[src/rtl/ftcs_pkg.sv]
// ----------------------------------------------------------------------------
// ftcs_pkg
// Shared widths, register codes and controller/datapath interface types
// for the 1D heat-equation stencil.
// ----------------------------------------------------------------------------
package ftcs_pkg;

	// grid geometry
	localparam int MAX_INTERIOR = 62;
	localparam int GRID_DEPTH   = MAX_INTERIOR + 2;
	localparam int ADDR_W       = $clog2(GRID_DEPTH);

	// field widths
	localparam int TEMP_W    = 16;
	localparam int BETA_W    = 16;
	localparam int STEP_W    = 16;
	localparam int NPTS_W    = 6;
	localparam int CFG_IDX_W = 2;

	// arithmetic widths: beta*(a+c) is 17x17, centre*b is 18x16
	localparam int PROD_W = BETA_W + TEMP_W + 2;
	localparam int ACC_W  = PROD_W + 2;
	localparam int FRAC_W = 12;

	typedef logic signed [TEMP_W-1:0] temp_t;
	typedef logic [ADDR_W-1:0]        addr_t;

	// configuration register indexes
	typedef enum logic [CFG_IDX_W-1:0] {
		CFG_BETA  = 2'd0,
		CFG_NPTS  = 2'd1,
		CFG_STEPS = 2'd2
	} cfg_reg_t;

	// commands from controller to datapath
	typedef struct packed {
		logic  load_we;
		addr_t load_addr;
		logic  rd_step;
		addr_t rd_addr;
		logic  rd_zero;
		logic  rd_last;
		logic  swap;
		logic  out_load;
	} cmd_t;

	// status from datapath to controller
	typedef struct packed {
		logic busy;
		logic out_free;
	} stat_t;

endpackage

[src/rtl/ftcs_dp.sv]
// ----------------------------------------------------------------------------
// ftcs_dp
// Grid memories (ping-pong banks), three-point stencil pipeline and
// result output register.
// ----------------------------------------------------------------------------
module ftcs_dp import ftcs_pkg::*; (
	input  logic              clk,
	input  logic              arst_n,
	input  cmd_t              cmd,
	input  logic [BETA_W-1:0] beta,
	input  temp_t             initial_temp,
	input  logic              result_stall,
	output stat_t             stat,
	output logic              result_valid,
	output addr_t             point_index,
	output temp_t             temperature,
	output logic              last_point
);

	localparam logic [BETA_W+1:0] CENTRE_ONE = (BETA_W + 2)'(1 << FRAC_W);
	localparam logic signed [ACC_W-1:0] RND = ACC_W'(1 << (FRAC_W - 1));
	localparam int Q_W = ACC_W - FRAC_W;
	localparam logic signed [Q_W-1:0] SAT_HI = Q_W'((1 << (TEMP_W - 1)) - 1);
	localparam logic signed [Q_W-1:0] SAT_LO = -SAT_HI - Q_W'(1);

	temp_t bank0_mem [GRID_DEPTH];
	temp_t bank1_mem [GRID_DEPTH];
	logic  bank_q;

	temp_t rd0_s1, rd1_s1;
	logic  step_s1;
	logic  zero_s1, last_s1;
	addr_t idx_s1;
	temp_t d_s1;
	logic  calc_s1;

	temp_t w_prev_q, w_cur_q;
	logic signed [TEMP_W:0]   side_sum;
	logic signed [BETA_W:0]   beta_s;
	logic signed [BETA_W+1:0] centre;

	logic                     valid_s2;
	addr_t                    widx_s2;
	logic signed [PROD_W-1:0] side_s2, ctr_s2;
	logic signed [ACC_W-1:0]  acc_s2;
	logic signed [Q_W-1:0]    q_s2;
	temp_t                    sat_s2;

	logic  we0, we1;
	addr_t wa;
	temp_t wd;

	logic  result_valid_q;
	addr_t point_index_q;
	temp_t temperature_q;
	logic  last_q;

	// write port: load goes to the current bank, updates to the other one
	assign we0 = (cmd.load_we && !bank_q) || (valid_s2 && bank_q);
	assign we1 = (cmd.load_we && bank_q) || (valid_s2 && !bank_q);
	assign wa  = cmd.load_we ? cmd.load_addr : widx_s2;
	assign wd  = cmd.load_we ? initial_temp : sat_s2;

	// bank memories with registered read
	always_ff @(posedge clk) begin
		if (we0)
			bank0_mem[wa] <= wd;
		rd0_s1 <= bank0_mem[cmd.rd_addr];
	end

	always_ff @(posedge clk) begin
		if (we1)
			bank1_mem[wa] <= wd;
		rd1_s1 <= bank1_mem[cmd.rd_addr];
	end

	// bank select
	always_ff @(posedge clk or negedge arst_n) begin
		if (!arst_n) begin
			bank_q <= 1'b0;
		end else if (cmd.swap) begin
			bank_q <= ~bank_q;
		end
	end

	// read stage control
	always_ff @(posedge clk or negedge arst_n) begin
		if (!arst_n) begin
			step_s1  <= 1'b0;
			valid_s2 <= 1'b0;
		end else begin
			step_s1  <= cmd.rd_step;
			valid_s2 <= calc_s1;
		end
	end

	always_ff @(posedge clk) begin
		zero_s1 <= cmd.rd_zero;
		last_s1 <= cmd.rd_last;
		idx_s1  <= cmd.rd_addr;
	end

	// boundary points read as zero
	assign d_s1    = zero_s1 ? '0 : (bank_q ? rd1_s1 : rd0_s1);
	assign calc_s1 = step_s1 && (idx_s1 >= addr_t'(2));

	// sliding window over u[i-1], u[i]
	always_ff @(posedge clk) begin
		if (step_s1) begin
			w_prev_q <= (idx_s1 == addr_t'(1)) ? '0 : w_cur_q;
			w_cur_q  <= d_s1;
		end
	end

	// weights
	assign beta_s   = $signed({1'b0, beta});
	assign centre   = $signed(CENTRE_ONE - {1'b0, beta, 1'b0});
	assign side_sum = (TEMP_W + 1)'(w_prev_q) + (TEMP_W + 1)'(d_s1);

	// multiply stage
	always_ff @(posedge clk) begin
		side_s2 <= beta_s * side_sum;
		ctr_s2  <= centre * w_cur_q;
		widx_s2 <= idx_s1 - addr_t'(1);
	end

	// round half up, floor shift, saturate
	assign acc_s2 = ACC_W'(side_s2) + ACC_W'(ctr_s2) + RND;
	assign q_s2   = $signed(acc_s2[ACC_W-1:FRAC_W]);

	always_comb begin
		if (q_s2 > SAT_HI)
			sat_s2 = temp_t'(SAT_HI);
		else if (q_s2 < SAT_LO)
			sat_s2 = temp_t'(SAT_LO);
		else
			sat_s2 = q_s2[TEMP_W-1:0];
	end

	// output register
	always_ff @(posedge clk or negedge arst_n) begin
		if (!arst_n) begin
			result_valid_q <= 1'b0;
		end else if (cmd.out_load) begin
			result_valid_q <= 1'b1;
		end else if (!result_stall) begin
			result_valid_q <= 1'b0;
		end
	end

	always_ff @(posedge clk) begin
		if (cmd.out_load) begin
			point_index_q <= idx_s1;
			temperature_q <= d_s1;
			last_q        <= last_s1;
		end
	end

	assign stat.busy     = step_s1 || valid_s2;
	assign stat.out_free = !result_valid_q || !result_stall;

	assign result_valid = result_valid_q;
	assign point_index  = point_index_q;
	assign temperature  = temperature_q;
	assign last_point   = last_q;

endmodule

[config.mk]
export PLATFORM = sky130hd
export DESIGN_NAME = ftcs_dp
export DESIGN_NICKNAME = d
export VERILOG_FILES = /design/src/rtl/ftcs_pkg.sv /design/src/rtl/ftcs_dp.sv
export SDC_FILE = /design/constraint.sdc
export NUM_CORES = 2
export LEC_CHECK = 0
export BUFFER_PORTS_ARGS = -buffer_cell sky130_fd_sc_hd__buf_2
export CAP_MARGIN = 20
export CORE_UTILIZATION = 54
export CTS_CLUSTER_DIAMETER = 30
export DETAILED_ROUTE_END_ITERATION = 16
export PLACE_DENSITY = 0.7
export SYNTH_ARGS = -nofsm -noshare
export SYNTH_HDL_FRONTEND = slang
export SYNTH_SLANG_ARGS = --single-unit
[constraint.sdc]
create_clock -name clk -period 10 [get_ports clk]
set_input_delay 1 -clock clk [delete_from_list [all_inputs] [get_ports clk]]
set_output_delay 1 -clock clk [all_outputs]
set_load 0.03 [all_outputs]
==> metrics <==
CP Launch Type=flip-flop; max cap viols=0; H-tree level count=5; Setup WS pre-CTS=606 ps; CTS buffer count=398; drt pass-1 iters=5; fill count=13156; DP Area=111000 um2; Synth async-reset ratio=0.180%; Synth Warn #=0; Syn-to-layout area delta=17.0%; die width=445 um; Setup CP Type=flip-flop to flip-flop; DP HPWL=163000 um; largest net degree at the start of global routing=142; total core area=195000 um2; Total Routed Length=268000 um; Die ar.=198000 um2; design area=124000 um2; post-synthesis net count=6894; initial antenna violation count=21; slowest stage delay, CP=570 ps; I/O Buffers=78; Root Driver=clkbuf_16; RSZ-0062 raised after global routing=no; Overflow after GRT=0; Synth top cells by count=2103 x edfxtp_1, 665 x mux4_2, 622 x inv_1; Worst-Margin Slew=1220 ps; crit-path max FO=8; clk_lat worst skew=980 ps; sequential share of the synthesized area=61.9%; Residual DRC=0; gp weighted congestion=0.892; Rows=162; number of flops mapped to enable cells by yosys=2103; count of final setup violators=0; Setup WS post-layout=644 ps; synth unique cells=79; crit share post-route=93.6%; Clock Pin Slew Worst Setup and Hold Paths=50 ps; Period minus WS final=9360 ps; largest area contributor in the netlist=edfxtp_1; Starting Density=54.3%; Rel. slew slack=18.7%; Final ANT Viol Nets=0; status=finished clean; Post-Syn Area=106000 um2; Ports=79; Worst Path Required=10720 ps; Post-synth top flop=edfxtp_1; Post-Route Skew=144 ps; final hold vios=0; Max clock buf depth=4; first-pass GRT wire length=399000 um; clock sink total=2219; initial detailed-routing violation count=5844; Avg WL per Cell=28.4 um; Synth top area share=59.7%; Hold Crit Class=input pin to flip-flop; fin nets=7341; synthesis-stage register bit count=2219; critical path endpoint category=flip-flop; Post-CTS Setup Bufs=0; Worst EP arrival=10080 ps; Vias=57319; Final Max Tran Viols=0; Cells after Synth=6059; Avg Inst Size Synth=17.5 um2; share of cells above drive strength 1=24.7%; fmax=107 MHz; most frequent cell after synthesis=edfxtp_1; Most Frequent Cell on Critical Path=fa_1; TritonCTS clock tree=done; gr usage total=27.8%; Area contributors post-synth=edfxtp_1 60%, mux4_2 14%, fa_1 9.2%, ha_1 3.5%, inv_1 2.2%; vias per std cell=6.06; Slowest-stage cell, CP=fa_1; number of global-route vias before repair=60208; final setup TNS=0 ps; die height=445 um
[per-layer routing]
layer	global-route usage, %	share of wire, %	vias up
li1	-	-	23715
met1	37.5	38	30152
met2	44.3	48	2846
met3	5.92	9.2	594
met4	11.9	4.6	12
met5	0	0.028	-
[through the flow]
stage / utilization (%) / hold slack [ps] / instances
after floorplan: - / 386 / 6059
after global placement: 56.7 / 395 / 8725
after detailed placement: 56.7 / 394 / 8725
after CTS: 63.5 / 175 / 9438
after global routing: 63.5 / 194 / 9444
final: 63.5 / 219 / 9452
[state kept, by name, summed over array words and instances (netlist names)]
signal and cells:
bank0_mem 1024, bank1_mem 1024, bank_q 1, ctr_s2 33, idx_s1 6, last_point 1, last_s1 1, point_index 6
rd0_s1 16, rd1_s1 16, result_valid 1, side_s2 33, step_s1 1, temperature 16, valid_s2 1, w_cur_q 16
w_prev_q 16, widx_s2 6, zero_s1 1
[what timing repair did]
| item | in CTS | in global routing |
|---|---|---|
| endpoints found under the hold margin | 3 | 0 |
| setup endpoints to repair | 0 | 2 |
| hold buffers | 1 | 0 |
| resized for setup | 0 | 4 |
[placed cells by master, fill, tap and decap left out, types with 17 or more instances in the layout]
master	instances
inv_1	622
buf_2	73
clkinv_2	58
nand2b_1	29
buf_4	237
bufinv_16	49
clkinvlp_4	42
nor2b_1	39
clkinv_4	20
nand3_1	52
o21ai_0	34
mux4_2	665
xor2_1	36
nand3b_1	17
a21o_1	31
nand2_1	375
a21oi_1	76
clkinv_1	54
inv_6	39
mux2i_1	25
a31oi_1	18
nor3_1	25
and2_1	200
fa_1	487
nor2_1	225
dfxtp_1	112
clkbuf_1	38
xnor2_1	72
clkbuf_16	400
ha_1	295
edfxtp_1	2103
[cell type report]
cell class	instances	area, um2	area share (%)
sequential	2219	65500	52.9
inverter	622	2330	1.89
timing repair buffer	326	2430	1.96
tap	2624	3280	2.65
clock buffer	444	10200	8.27
multi-input combinational	2939	37100	30.0
antenna	10	25.0	0.0202
clock inverter	268	2880	2.33
[critical path: cells and delay by family, from the launching register on]
family	cells	cell delay (ps)
mux	1	150
fa+ha+maj	8	3530
buf+inv	5	490
flops	1	430
simple gates	8	1320
compound gates	16	3290
[final timing paths]
check                         from     endpoint  slack, ps  cells past startpoint
max                         bank_q  side_s2[31]        640                     38
min                        cmd[10]      step_s1        220                      1
max reg2reg                 bank_q  side_s2[31]        640                     38
min reg2reg                last_s1   last_point        400                      0
max in group asynchronous   arst_n       bank_q       9160                      2
min in group asynchronous   arst_n      step_s1        470                      2
[cells by family after synthesis]
group           after synthesis  synth area share [%]
fa+ha+maj                   782                  12.7
buf+inv                     901                  3.22
xor+xnor                    111                 0.926
compound gates              279                  1.82
simple gates               1065                  4.90
flops                      2219                  61.9
mux                         702                  14.5
Power is left out: the tool's default activity adds up to more than one toggle a clock period on the data nets, which glitch-free logic cannot reach.
