--- config.mk ---
export PLATFORM = sky130hd
export DESIGN_NAME = ftcs_ctrl
export DESIGN_NICKNAME = d
export VERILOG_FILES = /design/src/rtl/ftcs_pkg.sv /design/src/rtl/ftcs_ctrl.sv
export SDC_FILE = /design/constraint.sdc
export NUM_CORES = 1
export LEC_CHECK = 0
export BUFFER_PORTS_ARGS = -buffer_cell sky130_fd_sc_hd__buf_2
export CORE_MARGIN = 2
export CORE_UTILIZATION = 38
export CTS_CLUSTER_DIAMETER = 40
export DETAILED_ROUTE_END_ITERATION = 10
export PLACE_DENSITY = 0.65
export RECOVER_POWER = 25
export SLEW_MARGIN = 0
export SYNTH_ARGS = -nofsm -noshare
export SYNTH_HDL_FRONTEND = slang
export SYNTH_SLANG_ARGS = --single-unit
--- constraint.sdc ---
create_clock -name clk -period 6.9 [get_ports clk]
set_input_delay 0.345 -clock clk [delete_from_list [all_inputs] [get_ports clk]]
set_output_delay 0.345 -clock clk [all_outputs]
set_load 0.02 [all_outputs]
--- src/rtl/ftcs_pkg.sv ---
// ----------------------------------------------------------------------------
// ftcs_pkg
// Shared widths, register codes and controller/datapath interface types
// for the 1D heat-equation stencil.
// ----------------------------------------------------------------------------
package ftcs_pkg;

	// grid geometry
	localparam int MAX_INTERIOR = 62;
	localparam int GRID_DEPTH   = MAX_INTERIOR + 2;
	localparam int ADDR_W       = $clog2(GRID_DEPTH);

	// field widths
	localparam int TEMP_W    = 16;
	localparam int BETA_W    = 16;
	localparam int STEP_W    = 16;
	localparam int NPTS_W    = 6;
	localparam int CFG_IDX_W = 2;

	// arithmetic widths: beta*(a+c) is 17x17, centre*b is 18x16
	localparam int PROD_W = BETA_W + TEMP_W + 2;
	localparam int ACC_W  = PROD_W + 2;
	localparam int FRAC_W = 12;

	typedef logic signed [TEMP_W-1:0] temp_t;
	typedef logic [ADDR_W-1:0]        addr_t;

	// configuration register indexes
	typedef enum logic [CFG_IDX_W-1:0] {
		CFG_BETA  = 2'd0,
		CFG_NPTS  = 2'd1,
		CFG_STEPS = 2'd2
	} cfg_reg_t;

	// commands from controller to datapath
	typedef struct packed {
		logic  load_we;
		addr_t load_addr;
		logic  rd_step;
		addr_t rd_addr;
		logic  rd_zero;
		logic  rd_last;
		logic  swap;
		logic  out_load;
	} cmd_t;

	// status from datapath to controller
	typedef struct packed {
		logic busy;
		logic out_free;
	} stat_t;

endpackage

--- src/rtl/ftcs_ctrl.sv ---
// ----------------------------------------------------------------------------
// ftcs_ctrl
// Sequencer: counts loaded points, walks the grid once per time step and
// then walks it once more to emit the results.
// ----------------------------------------------------------------------------
module ftcs_ctrl import ftcs_pkg::*; (
	input  logic              clk,
	input  logic              arst_n,
	input  logic [NPTS_W-1:0] interior_points,
	input  logic [STEP_W-1:0] time_steps,
	input  logic              item_valid,
	output logic              item_stall,
	input  stat_t             stat,
	output cmd_t              cmd
);

	typedef enum logic [4:0] {
		ST_LOAD    = 5'b00001,
		ST_STEP    = 5'b00010,
		ST_DRAIN   = 5'b00100,
		ST_EMIT_RD = 5'b01000,
		ST_EMIT_WR = 5'b10000
	} state_t;

	state_t state_q, state_d;
	addr_t  load_cnt_q, load_cnt_d;
	addr_t  addr_q, addr_d;
	logic [STEP_W-1:0] steps_q, steps_d;

	addr_t n_eff, n_last, lc_eff, lc_next;
	logic  accept;

	// point count clamped to the supported range
	always_comb begin
		if (interior_points == '0)
			n_eff = addr_t'(1);
		else if (ADDR_W'(interior_points) > addr_t'(MAX_INTERIOR))
			n_eff = addr_t'(MAX_INTERIOR);
		else
			n_eff = ADDR_W'(interior_points);
	end

	assign n_last  = n_eff + addr_t'(1);
	assign lc_eff  = (load_cnt_q >= n_eff) ? n_eff - addr_t'(1) : load_cnt_q;
	assign lc_next = lc_eff + addr_t'(1);

	assign item_stall = (state_q != ST_LOAD);
	assign accept     = item_valid && (state_q == ST_LOAD);

	// next state and commands
	always_comb begin
		state_d    = state_q;
		load_cnt_d = load_cnt_q;
		addr_d     = addr_q;
		steps_d    = steps_q;
		cmd        = '0;
		case (state_q)
			ST_LOAD: begin
				cmd.load_we   = accept;
				cmd.load_addr = lc_next;
				if (accept) begin
					if (lc_next == n_eff) begin
						load_cnt_d = '0;
						steps_d    = time_steps;
						if (time_steps == '0) begin
							addr_d  = '0;
							state_d = ST_EMIT_RD;
						end else begin
							addr_d  = addr_t'(1);
							state_d = ST_STEP;
						end
					end else begin
						load_cnt_d = lc_next;
					end
				end
			end
			ST_STEP: begin
				cmd.rd_step = 1'b1;
				cmd.rd_addr = addr_q;
				cmd.rd_zero = (addr_q == n_last);
				if (addr_q == n_last)
					state_d = ST_DRAIN;
				else
					addr_d = addr_q + addr_t'(1);
			end
			ST_DRAIN: begin
				if (!stat.busy) begin
					cmd.swap = 1'b1;
					steps_d  = steps_q - STEP_W'(1);
					if (steps_q == STEP_W'(1)) begin
						addr_d  = '0;
						state_d = ST_EMIT_RD;
					end else begin
						addr_d  = addr_t'(1);
						state_d = ST_STEP;
					end
				end
			end
			ST_EMIT_RD: begin
				cmd.rd_addr = addr_q;
				cmd.rd_zero = (addr_q == '0) || (addr_q == n_last);
				cmd.rd_last = (addr_q == n_last);
				if (stat.out_free)
					state_d = ST_EMIT_WR;
			end
			ST_EMIT_WR: begin
				cmd.out_load = 1'b1;
				if (addr_q == n_last) begin
					state_d = ST_LOAD;
				end else begin
					addr_d  = addr_q + addr_t'(1);
					state_d = ST_EMIT_RD;
				end
			end
			default: begin
				state_d = ST_LOAD;
			end
		endcase
	end

	// state registers
	always_ff @(posedge clk or negedge arst_n) begin
		if (!arst_n) begin
			state_q    <= ST_LOAD;
			load_cnt_q <= '0;
			addr_q     <= '0;
			steps_q    <= '0;
		end else begin
			state_q    <= state_d;
			load_cnt_q <= load_cnt_d;
			addr_q     <= addr_d;
			steps_q    <= steps_d;
		end
	end

endmodule

==> impl_metrics.yaml, run 1 <==
run_status:
  outcome: "finished, violations left"
  violations: "max-capacitance violations, max-slew violations"
floorplanning:
  die_h_um: 91.4
  die_width_um: 91.4
  core_area_sq_mm: 0.00733
  dieArea_sq_mm: 0.00835
  fp-row-count: 31
  pin_count: 46
  start_util: 0.396
min_path:
  hold_depth: 2
  holdCritPathClass: "primary input to flip-flop"
  min_from: "stat[0]"
  hold_end: "state_q[4]"
logic_synthesis:
  yosysWarnings: 0
  synth.area.top_cells: "dfrtp_1, nor2_1, o21ai_0"
  synth_top_area_cell: "dfrtp_1"
  synth_area_per_cell_sq_um: 7.71
  synth_cell_types: 59
  synthTopCellsByCount: "nor2_1, o21ai_0, dfrtp_1, a21oi_1, nand2_1"
  yosysSeqAreaShare: 0.285
  synth_edf_count: 0
  synthesis.area_sq_mm: 0.00290
  ys.flop_type: "dfrtp_1"
  netlist.area_leader.share: 0.276
  async_reset_ff_frac: 1.00
  syn_nets: 416
  syn_inst: 376
  synth_seq_cells: 33
  yosysMostFrequentCell: "nor2_1"
cts:
  postCtsSetupBuffers: 0
  htreeDepth: 2
  clk_pin_slew_ns: 0.08
  ctsResizeCount: 0
  clk_path_buf_depth: 2
  cts-root-buf: "clkbuf_8"
  cts_num_sinks: 33
  cts_hold_buf: 0
  cts_tree: "yes"
  cts_made_buffers: 5
  clk_latency_ns: 0.29
power_and_ir_drop:
  leakage_nw: 1.45
  switching_share: 0.497
  peakVddDrop_mv: 0.150
  combPwrFrac: 0.579
  power_density_mw_per_mm2: 372
  switchingPower_w: 0.000605
  pwr-share-seq: 0.299
  p_int_w: 0.000611
  clock_power_share: 0.122
critical_path:
  critPathMaxFanout: 13
  path_buf_inv: 1
  path_class: "primary input to flip-flop"
  reg2reg_depth: 16
  worstReg2RegStart: "load_cnt_q[0]"
  crit_chain: "buf_2 > nor4_2 > nor2_1 > nor2_1 > ha_1 > nand2b_1 > a31oi_1 > o21a_1 > nor2_1 > a21oi_1 > ha_1 > xor2_1 > xnor2_1 > a2111oi_2 > nand3_1 > o22ai_2 > a31oi_1 > or4_1 > a21oi_1"
  required_ns: 7.12
  crit_path_end_kind: "flip-flop"
  cp_top_family: "compound AO/OA/AOI/OAI gates"
  cp_slowest_cell: "or4_1"
  start_kind: "primary input"
  arrival_ns: 5.18
  max_stage_delay_ns: 0.59
  ff2ff_setup_slack_ns: 2.44
  cp_common_cell: "nor2_1"
  r2r-end: "addr_q[5]"
global_routing:
  grt_pass1_wl_um: 12900
  antenna_found_initial: 0
  grt_max_degree: 38
  track_usage: 0.189
  grt_pass1_vias: 2610
  grt-ovfl-total: 0
drt:
  dr.first_iter.drc_count: 212
  num_vias: 2891
  remaining_drc_errors: 0
  firstDrtPassIters: 5
  drtAntennaViolNets: 0
  vias_per_cell: 5.64
  wire_per_inst_um: 15.1
  wirelength_um: 7730
timing:
  setup_viol: 0
  max_freq_mhz: 202
  hold_viol: 0
  tns_ns: 0
  fin_worst_skew_ns: 0.0104
  slew_viol_final: 34
  worstMarginPinSlew_ns: 1.84
  relSlewSlack: -0.226
  fin_crit_ns: 4.96
  fin_crit_sh: 0.718
  rsz0062_at_grt: "no"
final_layout:
  diodes: 0
  final_nets: 453
  fill_cells: 763
  area_growth_syn_to_layout_pct: 12.6
  layout-drive-gt1-share: 0.164
  finalNonFillerCells: 513
placed_design:
  port_buffers: 45
  placed_cells: 505
  gp_congestion: 0.895
  dp_hpwl_um: 5780
job:
  max-cap-violations: 1
-- cells by family (layout without fill, tap and decap cells) --
kind of cell / after synthesis / count (layout) / synth area share
xor+xnor: 19 / 19 / 0.0621
mux: 4 / 4 / 0.0142
flops: 33 / 33 / 0.285
simple gates: 151 / 151 / 0.265
fa+ha+maj: 13 / 13 / 0.0561
compound gates: 121 / 121 / 0.265
buf+inv: 35 / 73 / 0.0522
-- worst max-delay path by stage --
stage / cells after the start / endpoint / startpoint
CTS: 19 / addr_q[5] / interior_points[4]
floorplan: 22 / addr_q[3] / interior_points[2]
global placement: 19 / addr_q[5] / interior_points[4]
finish: 19 / addr_q[5] / interior_points[4]
global route: 19 / addr_q[5] / interior_points[4]
detailed placement: 19 / addr_q[5] / interior_points[4]
-- cells in the final DEF (no fill, tap or decap), types with 5 or more instances in the layout --
| cell | instances |
|---|---|
| a21oi_1 | 26 |
| a22oi_1 | 8 |
| dfrtp_1 | 32 |
| o31ai_1 | 10 |
| nand2b_1 | 9 |
| buf_2 | 44 |
| nor3_1 | 9 |
| xor2_1 | 9 |
| xnor2_1 | 9 |
| nor2_1 | 54 |
| nand3_1 | 12 |
| a31oi_1 | 8 |
| ha_1 | 13 |
| o21ai_0 | 37 |
| nor4_1 | 9 |
| nor2b_1 | 6 |
| nand2_1 | 26 |
| inv_1 | 17 |
| clkbuf_8 | 5 |
-- power groups by stage --
stage | combinational (W) | sequential (W) | clock (W)
floorplan | 0.000556 | 0.000337 | 0
finish | 0.000704 | 0.000364 | 0.000149
global route | 0.000793 | 0.000377 | 0.000162
detailed placement | 0.000698 | 0.000365 | 0
global placement | 0.000690 | 0.000362 | 0
CTS | 0.000702 | 0.000362 | 0.000154
-- metal layers --
metal | GRT usage | up-vias | routed length [um] | part of all wire
li1 | - | 1448 | - | -
met1 | 0.266 | 1346 | 3720 | 0.48
met2 | 0.295 | 84 | 3490 | 0.45
met3 | 0.0290 | 13 | 386 | 0.050
met4 | 0.0644 | 0 | 133 | 0.017
met5 | 0 | - | 0 | 0
-- registers in the layout, summed over array words and instances (netlist names) --
| register | count |
|---|---|
| addr_q | 6 |
| load_cnt_q | 6 |
| state_q | 5 |
| steps_q | 16 |
-- cell type report --
type                    instances  area [sq um]  area share
inverters                      18          67.6      0.0207
multi-input cells             308          1920       0.589
flip-flops and latches         33           827       0.253
clock inverters                 3          17.5     0.00536
well taps                      99           124      0.0379
repair buffers                 47           239      0.0732
clock buffers                   5          68.8      0.0211
-- per-stage QoR --
| step | total power [W] | hold slack [ns] | worst slack, ns | util | cell area, sq um |
|---|---|---|---|---|---|
| 6_report | 0.00122 | 0.292 | 1.94 | 0.445 | 3270 |
| 3_3_place_gp | 0.00105 | 0.478 | 1.82 | 0.434 | 3180 |
| 3_5_place_dp | 0.00106 | 0.470 | 1.71 | 0.434 | 3180 |
| 2_1_floorplan | 0.000893 | 0.0494 | 2.38 | - | 2900 |
| 4_1_cts | 0.00122 | 0.154 | 1.99 | 0.446 | 3270 |
| 5_1_grt | 0.00133 | 0.297 | 1.57 | 0.445 | 3270 |
Power figures use the tool's default switching activity.
==> run 2: changes to the inputs <==
Settings changed: ABC_AREA set to 1, PLACE_DENSITY 0.65 to 0.67.
Clock period 6.9 ns to 4.4 ns, I/O delays scaled along.
==> run 2 against run 1 <==
Net effect: the run still ends with max-capacitance violations, max-slew violations left; highest routed layer unchanged; final cell count is 19% higher; synthesized cell count is 25% higher; routed wire length rose by 2.5%; largest cell class unchanged; die area up 5.2%; critical endpoint is now addr_q[2].
==> impl_metrics.yaml, run 2 <==
timing:
  tns_ns: 0
  slew_viol_final: 34
  hold_viol: 0
  rsz0062_at_grt: "no"
  setup_viol: 0
  fin_worst_skew_ns: 0.00412
  fin_crit_sh: 0.786
  worstMarginPinSlew_ns: 1.87
  fin_crit_ns: 3.46
  relSlewSlack: -0.247
  setup_slack_ns: 0.940
  max_freq_mhz: 289
critical_path:
  critPathMaxFanout: 22
  required_ns: 4.58
  path_class: "primary input to flip-flop"
  crit_path_end_kind: "flip-flop"
  arrival_ns: 3.64
  start_kind: "primary input"
power_and_ir_drop:
  leakage_nw: 1.78
  peakVddDrop_mv: 0.203
  power_density_mw_per_mm2: 638
job:
  max-cap-violations: 1
drt:
  drtAntennaViolNets: 0
  wire_per_inst_um: 13.0
  firstDrtPassIters: 4
  dr.first_iter.drc_count: 162
  remaining_drc_errors: 0
  wirelength_um: 7920
  num_vias: 3124
  vias_per_cell: 5.12
final_layout:
  fill_cells: 839
  layout-drive-gt1-share: 0.163
  final_cell_mix: "nand2_1, nor2_1, inv_1, buf_2, nand3_1"
  largest_register_ffs: 16
  largest-register: "steps_q"
  diodes: 0
  final_common_cell: "nand2_1"
  final_nets: 547
  top_regs: "steps_q: 16 flops, addr_q: 6 flops, load_cnt_q: 6 flops"
  area_growth_syn_to_layout_pct: 12.7
logic_synthesis:
  synth_cell_types: 36
  syn_inst: 469
  yosysSeqAreaShare: 0.270
  synthesis.area_sq_mm: 0.00306
  netlist.area_leader.share: 0.262
  synth_edf_count: 0
  syn_nets: 509
  synth_seq_cells: 33
  synth_area_per_cell_sq_um: 6.52
  yosysWarnings: 0
  synth.area.top_cells: "dfrtp_1, nand2_1, inv_1"
  yosysMostFrequentCell: "nand2_1"
  async_reset_ff_frac: 1.00
  ys.flop_type: "dfrtp_1"
  synth_top_area_cell: "dfrtp_1"
  synthTopCellsByCount: "nand2_1, inv_1, nor2_1, nand3_1, dfrtp_1"
min_path:
  holdCritPathClass: "primary input to flip-flop"
cts:
  clk_path_buf_depth: 2
  cts_hold_buf: 0
  postCtsSetupBuffers: 0
  ctsResizeCount: 0
  cts-root-buf: "clkbuf_8"
  clk_pin_slew_ns: 0.07
  cts_tree: "yes"
  clk_latency_ns: 0.29
  cts_made_buffers: 5
  cts_num_sinks: 33
  htreeDepth: 2
placed_design:
  gp_congestion: 0.857
  port_buffers: 45
  pre_cts_slack_ns: 0.659
  dp_hpwl_um: 6020
floorplanning:
  fp-row-count: 32
  die_width_um: 93.7
  dieArea_sq_mm: 0.00878
  die_h_um: 93.7
  pin_count: 46
  start_util: 0.394
  core_area_sq_mm: 0.00777
run_status:
  violations: "max-capacitance violations, max-slew violations"
  outcome: "finished, violations left"
global_routing:
  antenna_found_initial: 0
  grt_pass1_vias: 2953
  grt_max_degree: 34
  grt_pass1_wl_um: 13300
  track_usage: 0.188
  grt-ovfl-total: 0
run 2: changes by cell type in the layout (fill, tap and decap cells not counted), moves of 14 or more:
cell     delta
a21oi_1    -22
inv_1      +43
nand2_1    +96
nand3_1    +24
nand4_1    +25
o21ai_0    -14
run 2: layout make-up:
cell class	instances	area [sq um]	area share
clock buffer	7	86.3	0.0250
tap	102	128	0.0370
timing repair buffer	47	239	0.0693
sequential	33	827	0.240
inverter	61	231	0.0672
clock inverter	1	30.0	0.00871
multi-input combinational	359	1910	0.553
run 2: per-layer routing:
| metal | global-route usage | up-vias | wire length, um |
|---|---|---|---|
| li1 | - | 1610 | - |
| met2 | 0.323 | 70 | 3790 |
| met4 | 0.0604 | 0 | 106 |
| met5 | 0 | - | 0 |
| met1 | 0.243 | 1434 | 3640 |
| met3 | 0.0273 | 10 | 394 |
run 2: path summary, 6_finish.rpt:
kind,slack [ns],end,startpoint,cells past startpoint
max in group asynchronous,2.89,steps_q[7],arst_n,1
min in group asynchronous,0.43,steps_q[8],arst_n,1
worst max register to register,1.00,addr_q[2],load_cnt_q[5],20
worst max-delay path,0.94,addr_q[2],interior_points[3],26
worst min-delay path,0.18,state_q[3],stat[0],3
worst min register to register,0.48,steps_q[14],steps_q[14],2
run 2: kinds of logic after synthesis:
kind of cell,synth area share
DFF,0.270
buffers and inverters,0.107
xor gates and xnor gates,0.0458
and+or+nand+nor,0.420
AOI/OAI and AO/OA,0.103
adders and majority gates,0.0532
run 2: power by group:
part / internal [W] / switching, W / leakage [nW]
clock network: 0.000185 / 0.000119 / 0.0585
logic: 0.000428 / 0.000928 / 1.31
registers: 0.000426 / 0.000112 / 0.420
total: 0.00104 / 0.00116 / 1.78
run 2: worst max-delay path, cell delays in order:
cell and delay, ns:
buf_2 0.18, nand3_1 0.17, o21ai_4 0.20, nand2_4 0.12, ha_1 0.29, inv_1 0.05
nand2_1 0.04, nand2_1 0.05, nand2_1 0.06, nand2_2 0.13, nand2_2 0.16, nand2_1 0.11
nand2_1 0.10, ha_1 0.34, xnor2_1 0.14, o21ai_0 0.09, nor2_1 0.09, nand2_1 0.06
nor2_1 0.09, nand3_1 0.08, nor2_1 0.11, nand2_2 0.08, nand2_4 0.22, nand2_2 0.24
nand2_1 0.14, o21ai_2 0.06
run 2: through the flow:
| stage | std cells | instance area, sq um | hold slack, ns | util | power (W) |
|---|---|---|---|---|---|
| 2_1_floorplan | 469 | 3060 | -0.0756 | - | 0.00161 |
| 3_3_place_gp | 602 | 3330 | 0.328 | 0.429 | 0.00186 |
| 3_5_place_dp | 602 | 3330 | 0.342 | 0.429 | 0.00189 |
| 4_1_cts | 610 | 3450 | 0.0238 | 0.444 | 0.00220 |
| 5_1_grt | 610 | 3450 | 0.211 | 0.444 | 0.00240 |
| 6_report | 610 | 3450 | 0.178 | 0.444 | 0.00220 |
==> run 3: changes to the inputs <==
Settings changed: ABC_AREA 1 to 0, PLACE_DENSITY 0.67 to 0.65.
Clock period 4.4 ns to 3.6 ns, I/O delays scaled along.
==> run 3 against run 2 <==
Net effect: the run ends with max-capacitance violations, max-slew violations, negative setup slack left; final cell count fell by 8.7%; critical endpoint is now addr_q[5]; critical path type unchanged; clock power is 21% higher; highest routed layer unchanged; register-to-register slack lost 1.0 ns; combinational power rose by 39%; setup slack got worse by 0.95 ns; clock skew up 0.0092 ns; sequential power rose by 26%; largest power group unchanged; die area is 5.0% lower; sequential cell count did not move; design area up 13%; utilization up 8.9 points.
==> impl_metrics.yaml, run 3 (synthesis gave the netlist of run 1 again) <==
timing:
  fin_crit_ns: 3.61
  fin_worst_skew_ns: 0.0134
  hold_viol: 0
  hold_slack_ns: 0.142
  worstMarginPinSlew_ns: 1.92
  rsz0062_at_grt: "yes"
  setup_viol: 1
  setup_slack_ns: -0.00669
  max_freq_mhz: 277
  relSlewSlack: -0.277
  fin_crit_sh: 1.00
  slew_viol_final: 34
cts:
  clk_latency_ns: 0.29
  clk_path_buf_depth: 2
  cts-root-buf: "clkbuf_8"
  htreeDepth: 2
  cts_num_sinks: 33
  clk_pin_slew_ns: 0.07
  cts_tree: "yes"
  cts_made_buffers: 5
placed_design:
  gp_congestion: 0.951
  dp_hpwl_um: 6300
  port_buffers: 45
final_layout:
  area_growth_syn_to_layout_pct: 34.7
  largest_register_ffs: 16
  final_nets: 497
  top_regs: "steps_q: 16 flops, addr_q: 6 flops, load_cnt_q: 6 flops"
  final_common_cell: "nor2_1"
  diodes: 0
  final_cell_mix: "nor2_1, buf_2, buf_4, dfrtp_1, nand2_1"
  layout-drive-gt1-share: 0.321
  largest-register: "steps_q"
min_path:
  hold_depth: 2
  min_from: "stat[0]"
  holdCritPathClass: "primary input to flip-flop"
  hold_end: "state_q[4]"
floorplanning:
  pin_count: 46
  start_util: 0.396
  dieArea_sq_mm: 0.00835
  fp-row-count: 31
  core_area_sq_mm: 0.00733
  die_width_um: 91.4
  die_h_um: 91.4
global_routing:
  grt_max_degree: 34
  track_usage: 0.204
  grt_pass1_vias: 2982
  grt_pass1_wl_um: 14000
  grt-ovfl-total: 0
  antenna_found_initial: 0
critical_path:
  worstReg2RegStart: "load_cnt_q[5]"
  cp_common_cell: "a21oi_2"
  start_kind: "primary input"
  path_class: "primary input to flip-flop"
  arrival_ns: 3.83
  crit_path_end_kind: "flip-flop"
  ff2ff_setup_slack_ns: 0
  reg2reg_depth: 14
  critPathMaxFanout: 7
  path_buf_inv: 2
  cp_slowest_cell: "or4_4"
  crit_chain: "buf_2 > nand4_1 > a21oi_2 > nor2_4 > ha_4 > nand2b_4 > a31oi_4 > o21a_2 > buf_4 > a21oi_2 > ha_4 > xnor2_2 > o221ai_1 > a311oi_1 > nand3_1 > o22ai_2 > a31oi_4 > or4_4 > a21oi_2"
  required_ns: 3.82
  r2r-end: "addr_q[5]"
  max_stage_delay_ns: 0.55
  cp_top_family: "compound AO/OA/AOI/OAI gates"
drt:
  vias_per_cell: 5.59
  remaining_drc_errors: 0
  num_vias: 3113
  dr.first_iter.drc_count: 173
  drtAntennaViolNets: 0
  wire_per_inst_um: 15.6
  firstDrtPassIters: 5
  wirelength_um: 8690
power_and_ir_drop:
  peakVddDrop_mv: 0.332
  switchingPower_w: 0.00133
  switching_share: 0.453
  pwr-share-seq: 0.231
  p_int_w: 0.00161
  combPwrFrac: 0.643
  clock_power_share: 0.126
  power_density_mw_per_mm2: 751
  leakage_nw: 1.74
  p_total_w: 0.00293
run_status:
  outcome: "finished, violations left"
  violations: "max-capacitance violations, max-slew violations, negative setup slack"
job:
  max-cap-violations: 1
-- run 3: cell types whose count changed in the layout (fill, tap and decap cells not counted), moves of 14 or more --
cell	previous run	this run
a21oi_1	4	18
buf_4	2	42
inv_1	60	17
nand2_1	122	25
nand3_1	36	11
nand4_1	28	3
-- run 3: area by class of cell --
cell class | instances | area [sq um]
fillers | 699 | 3420
multi-input cells | 308 | 2130
flip-flops and latches | 33 | 827
repair buffers | 91 | 637
well taps | 99 | 124
clock buffers | 7 | 86.3
inverters | 18 | 67.6
clock inverters | 1 | 30.0
-- run 3: per-layer routing --
layer	share of wire	routed length [um]	vias to the layer above	track usage
met5	0	0	-	0
met4	0.0097	84	0	0.0593
met3	0.043	378	7	0.0340
met2	0.49	4300	74	0.341
met1	0.45	3930	1501	0.270
li1	-	-	1531	-
-- run 3: power groups by stage --
stage | Combinational (W) | Sequential, W | Clock (W)
final | 0.00189 | 0.000677 | 0.000369
after global routing | 0.00208 | 0.000702 | 0.000396
after floorplan | 0.00113 | 0.000646 | 0
after detailed placement | 0.00159 | 0.000668 | 0
after CTS | 0.00162 | 0.000663 | 0.000378
after global placement | 0.00156 | 0.000666 | 0
-- run 3: worst register-to-register path, stage by stage (launching register included) --
cell and delay [ns]:
dfrtp_1 0.44, ha_1 0.34, nand3_1 0.13, o21a_2 0.25
buf_4 0.14, a21oi_2 0.19, ha_4 0.24, xnor2_2 0.18
o221ai_1 0.14, a311oi_1 0.26, nand3_1 0.12, o22ai_2 0.24
a31oi_4 0.16, or4_4 0.55, a21oi_2 0.14
-- run 3: how the worst max path moves through the flow --
stage	startpoint	slack (ns)	end	depth (start not counted)
2_1_floorplan	interior_points[2]	-0.24	addr_q[3]	22
3_3_place_gp	interior_points[2]	-0.15	addr_q[5]	19
3_5_place_dp	interior_points[2]	-0.33	addr_q[5]	19
4_1_cts	interior_points[2]	0.01	steps_q[3]	21
5_1_grt	interior_points[1]	-0.17	addr_q[5]	19
6_report	interior_points[3]	-0.007	addr_q[5]	19
-- run 3: stage by stage --
stage                     utilization   TNS, ns  instance area [sq um]  setup slack (ns)  cells
after floorplan                     -     -2.22                   2970            -0.244    376
after global placement          0.476     -1.83                   3490            -0.151    539
after detailed placement        0.476     -5.30                   3490            -0.332    539
after CTS                       0.494         0                   3620            0.0103    548
after global routing            0.533     -2.48                   3910            -0.168    557
final                           0.533  -0.00669                   3910          -0.00669    557
-- run 3: timing repair --
action                     CTS  global route
cloned                       0             3
setup buffers                1             6
gates resized for setup      2            62
setup endpoints to repair    7            30
pin swaps                    0            32
hold buffers                 0             0
